`config.mk`:
```
export PLATFORM = sky130hd
export DESIGN_NAME = oaht_hash
export DESIGN_NICKNAME = d
export VERILOG_FILES = /design/src/rtl/oaht_pkg.sv /design/src/rtl/oaht_hash.sv
export SDC_FILE = /design/constraint.sdc
export NUM_CORES = 2
export LEC_CHECK = 0
export BUFFER_PORTS_ARGS = -buffer_cell sky130_fd_sc_hd__buf_2
export CAP_MARGIN = 10
export CORE_ASPECT_RATIO = 0.9
export CORE_UTILIZATION = 40
export DETAILED_ROUTE_END_ITERATION = 16
export PLACE_DENSITY = 0.67
export SLEW_MARGIN = 10
export SYNTH_ARGS = -nofsm -noshare
export SYNTH_HDL_FRONTEND = slang
export SYNTH_SLANG_ARGS = --single-unit
```
`constraint.sdc`:
```
create_clock -name clk -period 9.73 [get_ports clk]
set_input_delay 0.973 -clock clk [delete_from_list [all_inputs] [get_ports clk]]
set_output_delay 0.973 -clock clk [all_outputs]
set_load 0.03 [all_outputs]
```
`src/rtl/oaht_pkg.sv`:
```
`default_nettype none

package oaht_pkg;

  localparam int unsigned INDEX_BITS_DEF = 8;
  localparam logic [63:0] HASH_MULT = 64'd1111111111111111111;

  typedef logic [1:0] mode_t;
  typedef logic [1:0] status_t;
  typedef logic [1:0] mark_t;

  localparam mode_t MODE_GET    = 2'd0;
  localparam mode_t MODE_ADD    = 2'd1;
  localparam mode_t MODE_REMOVE = 2'd2;
  localparam mode_t MODE_NONE   = 2'd3;

  localparam status_t ST_DONE    = 2'd0;
  localparam status_t ST_MISSING = 2'd1;
  localparam status_t ST_PRESENT = 2'd2;
  localparam status_t ST_FULL    = 2'd3;

  localparam mark_t MARK_EMPTY = 2'd0;
  localparam mark_t MARK_LIVE  = 2'd1;
  localparam mark_t MARK_TOMB  = 2'd2;

  typedef struct packed {
    mode_t       mode;
    logic [63:0] key;
    logic [63:0] payload_in;
  } req_t;

  typedef struct packed {
    status_t     status;
    logic [63:0] payload_out;
    logic [7:0]  entry_count;
  } rsp_t;

  typedef struct packed {
    logic rd_en;
    logic mark_we;
    logic data_we;
  } mem_ctl_t;

endpackage

`default_nettype wire

```
`src/rtl/oaht_hash.sv`:
```
`default_nettype none

module oaht_hash (
  input  wire logic        clk,
  input  wire logic        rst_n,
  input  wire logic        start,
  input  wire logic [63:0] key,
  output logic             done,
  output logic [63:0]      hash
);

  logic        busy_r;
  logic [1:0]  cnt_r;
  logic        done_r;
  logic [63:0] key_r;
  logic [63:0] prod_r;
  logic [63:0] acc_r;
  logic [31:0] mul_a;
  logic [31:0] mul_b;
  logic [63:0] prod_nxt;

  // one 32x32 multiplier shared over three partial products
  always_comb begin
    mul_a = key_r[31:0];
    mul_b = oaht_pkg::HASH_MULT[31:0];
    unique case (cnt_r)
      2'd1: mul_b = oaht_pkg::HASH_MULT[63:32];
      2'd2: mul_a = key_r[63:32];
      default: ;
    endcase
    prod_nxt = 64'(mul_a) * 64'(mul_b);
  end

  always_ff @(posedge clk) begin
    if (!rst_n) begin
      busy_r <= 1'b0;
      cnt_r  <= 2'd0;
      done_r <= 1'b0;
    end else begin
      done_r <= 1'b0;
      if (!busy_r) begin
        if (start) begin
          busy_r <= 1'b1;
          cnt_r  <= 2'd0;
        end
      end else begin
        cnt_r <= cnt_r + 2'd1;
        if (cnt_r == 2'd3) begin
          busy_r <= 1'b0;
          done_r <= 1'b1;
        end
      end
    end
  end

  always_ff @(posedge clk) begin
    if (!busy_r && start) begin
      key_r <= key;
    end
    if (busy_r) begin
      prod_r <= prod_nxt;
      unique case (cnt_r)
        2'd0: ;
        2'd1: acc_r <= prod_r;
        default: acc_r[63:32] <= acc_r[63:32] + prod_r[31:0];
      endcase
    end
  end

  assign done = done_r;
  assign hash = acc_r;

endmodule

`default_nettype wire

```
## Yosys cells after proc, flatten, opt, wreduce, memory -nomap -nowiden

Index checks and enable logic that the tools add are counted.
W data, S select, Z words.

| storage, ports and cells | value |
|---|---|
| register bits | 196 |
| bits of input ports | 67 |
| output and inout bits | 65 |
| logic and storage cells | 30 |

| operators by class | value |
|---|---|
| add/sub/neg operators | 2 |
| multipliers | 1 |
| equal/unequal tests | 3 |
| muxes and demuxes | 9 |
| bitwise gates (word level) | 1 |
| reductions and logical operators | 7 |

Operator list:

| kind | number |
|---|---|
| $mul A32 B32 Y64 | 1 |
| $pmux W32 S2 | 1 |
| $add A32 B32 Y32 | 1 |
| $mux W32 | 1 |
| $mux W30 | 1 |
| $reduce_and A2 Y1 | 3 |
| $eq A2 B2 Y1 const B | 2 |
| $mux W1 | 4 |
| $mux W2 | 2 |
| $add A2 B1 Y2 const B | 1 |
| $eq A2 B1 Y1 const B | 1 |
| $logic_not A2 Y1 | 1 |
| $reduce_bool A2 Y1 | 1 |
| $logic_and A1 B1 Y1 | 1 |
| $logic_not A1 Y1 | 1 |
| $not A1 Y1 | 1 |

## Logic depth before layout (Yosys ltp)

| depth | value |
|---|---|
| word-level depth | 3 |
| mapped depth | 33 |
| mapped depth without buffers | 30 |

## Worst setup path after synthesis

No wires, ideal clock.

| timing | value |
|---|---|
| path kind | reg2reg |
| start point | register cnt_r[0] |
| end point | register prod_r[60] (data pin) |
| setup time | 259 ps |
| arrival | 8885 ps |
| data required time | 9471 ps |
| slack | 586 ps |
| cell stages (with the launch flop) | 29 |
| buffers on the path | 3 |
| clock period less this slack | 9144 ps |
| cells stage by stage | dfxtp_1 > inv_1 > ha_1 > clkbuf_1 > buf_1 > mux2i_1 > inv_1 > nand2_1 > inv_1 > fa_1 > fa_1 > fa_1 > fa_1 > fa_1 > fa_1 > fa_1 > inv_1 > fa_1 > inv_1 > ha_1 > buf_6 > a21o_1 > a311o_1 > o22a_1 > a211o_1 > a31oi_4 > o311a_1 > nor3_1 > a211o_1 |

| between the ends | value |
|---|---|
| longest elaborated chain between the ends | 3 |
| elaborated cells on any way between the ends | 5 |
| those cells by class | 1 x mul; 2 x eq/ne; 2 x mux |

RTL lines:

| what | RTL line | text |
|---|---|---|
| start: declaration | oaht_hash.sv:13 | `logic [1:0] cnt_r;` |
| start signal: assignment | oaht_hash.sv:47 | `cnt_r <= cnt_r + 2'd1;` |
| $eq A2 B2 Y1 or $eq A2 B1 Y1 (tied branches) | oaht_hash.sv:26 | `unique case (cnt_r)` |
| $mux W32 or $mux W30 (tied branches) | oaht_hash.sv:26 |  |
| $mul A32 B32 Y64 (*) | oaht_hash.sv:31 | `prod_nxt = 64'(mul_a) * 64'(mul_b);` |
| named net prod_nxt[60] | oaht_hash.sv:20 | `logic [63:0] prod_nxt;` |
| end signal: assignment | oaht_hash.sv:61 | `prod_r <= prod_nxt;` |
| end: declaration | oaht_hash.sv:16 | `logic [63:0] prod_r;` |

Mark *: on every way through the listed nets, which the timed path passes. The rest lies on a longest branch.
A chain may end at the register's enable or synchronous reset.

## Worst setup path after layout

| timing | value |
|---|---|
| start point | register cnt_r[0] |
| end point | register prod_r[37] (data pin) |

The elaborated chain is that of the path after synthesis.

==> run_results.csv <==
group,metric,value,unit
timing,fmax,112,MHz
setup_path,path_depth,26,
yosys,synthFlopType,"edfxtp_1",
floorplanning,boundaryPins,132,
yosys,netlist.area_leader.share,39.0,%
grt,antenna_found_initial,0,
place,io_buffers,131,
cts,cts_setup_buffers,0,
yosys,ys_ff_latch,196,
finish,multi_input_area,0.0236,sq mm
timing,min_period,8930,ps
setup_path,path_buf_inv,7,
timing,fin_skew,34.9,ps
grt,use_met3,4.61,%
finish,antenna_cells,0,
job,maxCapViolCount,0,
setup_path,path_common_cell,"fa_1",
yosys,syn-cell-area,0.0327,sq mm
routing,drt-pass1-iter-count,5,
finish,drive_above_1_share,9.01,%
grt,grt_pass1_wl,141,mm
routing,ant_nets,0,
worst_hold_path,hold_class,"reg -> reg",
finish,layout.nets,4316,
setup_path,startpoint,"cnt_r[0]",
cts,clockRootBuffer,"clkbuf_16",
floorplanning,core,0.0810,sq mm
finish,fillers,7712,
floorplanning,initial_utilization,40.4,%
yosys,ys_top_cells_by_area,"fa_1 39%, edfxtp_1 18%, ha_1 16%",
routing,routed-via-count,22300,
yosys,synth_top_area_cell,"fa_1",
grt,grt-busiest-layer,"met2",
run_status,status,"finished, final reports clean",
cts,cts_buffers,17,
routing,drc_errors,0,
setup_path,endpoint,"prod_r[37]",
timing,relSlewSlack,23.5,%
cts,cts_sinks,196,
timing,final-hold-violation-count,0,
routing,wl_per_cell,21.9,um
grt,grt_usage,23.1,%
setup_path,timing.reg2reg.worst_path_depth,26,
floorplanning,dieArea,0.0830,sq mm
floorplanning,die_h,273,um
timing,worst_pin_slew,1150,ps
place,dpl_worst_slack,880,ps
setup_path,crit_fanout,33,
setup_path,r2r_slack,800,ps
finish,final-seq-area,0.00585,sq mm
timing,setup_ws,796,ps
yosys,syn_inst,3042,
floorplanning,die_w,304,um
cts,clkLatencyLatePin,530,ps
grt,grt.overflow.total,0,
finish,mostFrequentLayoutCells,"800 x inv_1, 638 x fa_1, 405 x ha_1",
cts,clk_pin_slew,100,ps
finish,syn_to_final_growth,9.02,%
setup_path,crit_path_top_delay_cell,"fa_1",
place,dp_hpwl,81.0,mm
routing,initialDrtViolationCount,1895,
setup_path,timing.rr.start,"cnt_r[0]",
timing,setup_violations,0,
grt,grt_max_degree,117,
cts,htree_levels,4,
setup_path,cp_slowest_stage_delay,560,ps
finish,layout_commonest_cell,"inv_1",
setup_path,r2r-end,"prod_r[37]",
setup_path,crit_arrival,9260,ps
timing,rsz0062_at_grt,"false",
grt,grt_pass1_vias,22900,
yosys,yosysWarnings,0,
timing,fin_tns_setup,0,ps
setup_path,critPathKind,"reg -> reg",
yosys,ys_seq_area_share,17.9,%
setup_path,crit_family,"adder cells",
yosys,synth-edff-count,192,
timing,finalMaxSlewViolations,0,
setup_path,crit_required,10060,ps
setup_path,crit_path_start_kind,"flip-flop",
grt,grt_use_met2,36.9,%
routing,wl,93.5,mm
yosys,ys_types,89,
yosys,synth.avg_cell_area,10.8,sq um
place,place_congestion,0.991,
grt,grtUsageMet1,31.4,%
cts,cts_max_path_buffers,2,
timing,whs,472,ps
floorplanning,rows,99,
cts,cts_tree,"built",
finish,utilization,44.1,%
cts,postCtsHoldBufs,0,
yosys,async_flop_share,0,%
cts,cts_resized,0,
setup_path,endpoint_kind,"flip-flop",
routing,viasPerCell,5.22,
timing,period_share,91.8,%
-- worst min path at each step --
| stage | cells past startpoint | startpoint | to |
|---|---|---|---|
| 2_1_floorplan | 0 | prod_r[0] | hash[0] |
| 3_3_place_gp | 0 | prod_r[3] | hash[3] |
| 3_5_place_dp | 0 | prod_r[3] | hash[3] |
| 4_1_cts | 0 | prod_r[3] | hash[3] |
| 5_1_grt | 0 | prod_r[3] | hash[3] |
| 6_report | 0 | prod_r[3] | hash[3] |
-- area by class of cell --
| cell class | instances | share of cell area, % |
|---|---|---|
| clock buffer | 17 | 1.19 |
| timing repair buffer | 204 | 3.44 |
| sequential | 196 | 16.4 |
| clock inverter | 15 | 0.627 |
| tap | 1060 | 3.71 |
| multi-input combinational | 1983 | 66.2 |
| inverter | 802 | 8.43 |
-- routing by layer --
metal  up-vias  wire length, um  share of wire, %
met5         -                0                 0
met3       154             7280               7.8
li1       9933                -                 -
met2       887            43800                47
met4         0             3180               3.4
met1     11300            39300                42
-- cells by family after synthesis --
group / count (synthesis) / synth area share, %
AND/OR/NAND/NOR: 433 / 6.19
buffers and inverters: 867 / 10.1
flip-flops: 196 / 17.9
multiplexers: 43 / 1.39
AO/OA/AOI/OAI: 370 / 7.57
adder cells (fa/ha/maj): 1045 / 54.6
XOR/XNOR: 86 / 2.30
other: 2 / 0.0229
-- Yosys cell counts, drive strengths merged (8+ instances only) --
master and instances:
a211oi 15, a21o 45, a21oi 84, a31oi 15
and2 30, and3 16, buf 25, clkbuf 40
edfxtp 192, fa 638, ha 407, inv 801
mux2 19, mux2i 24, nand2 160, nand2b 16
nand3 26, nand4 15, nor2 106, nor2b 17
nor3 16, o21a 11, o21ai 108, o21bai 12
or2 8, xnor2 53, xor2 33
-- stage by stage --
step / std cells / area (sq um)
floorplan: 3046 / 32800
global placement: 4245 / 35100
detailed placement: 4245 / 35100
CTS: 4277 / 35700
global route: 4277 / 35700
finish: 4277 / 35700
-- registers in the layout (all words and copies together) (netlist names) --
signal,count
prod_r,64
hash,64
key_r,64
busy_r,1
cnt_r,2
done,1
Power is not shown: default switching activity piles up to over one toggle a cycle in this logic, so the estimate is an artifact.
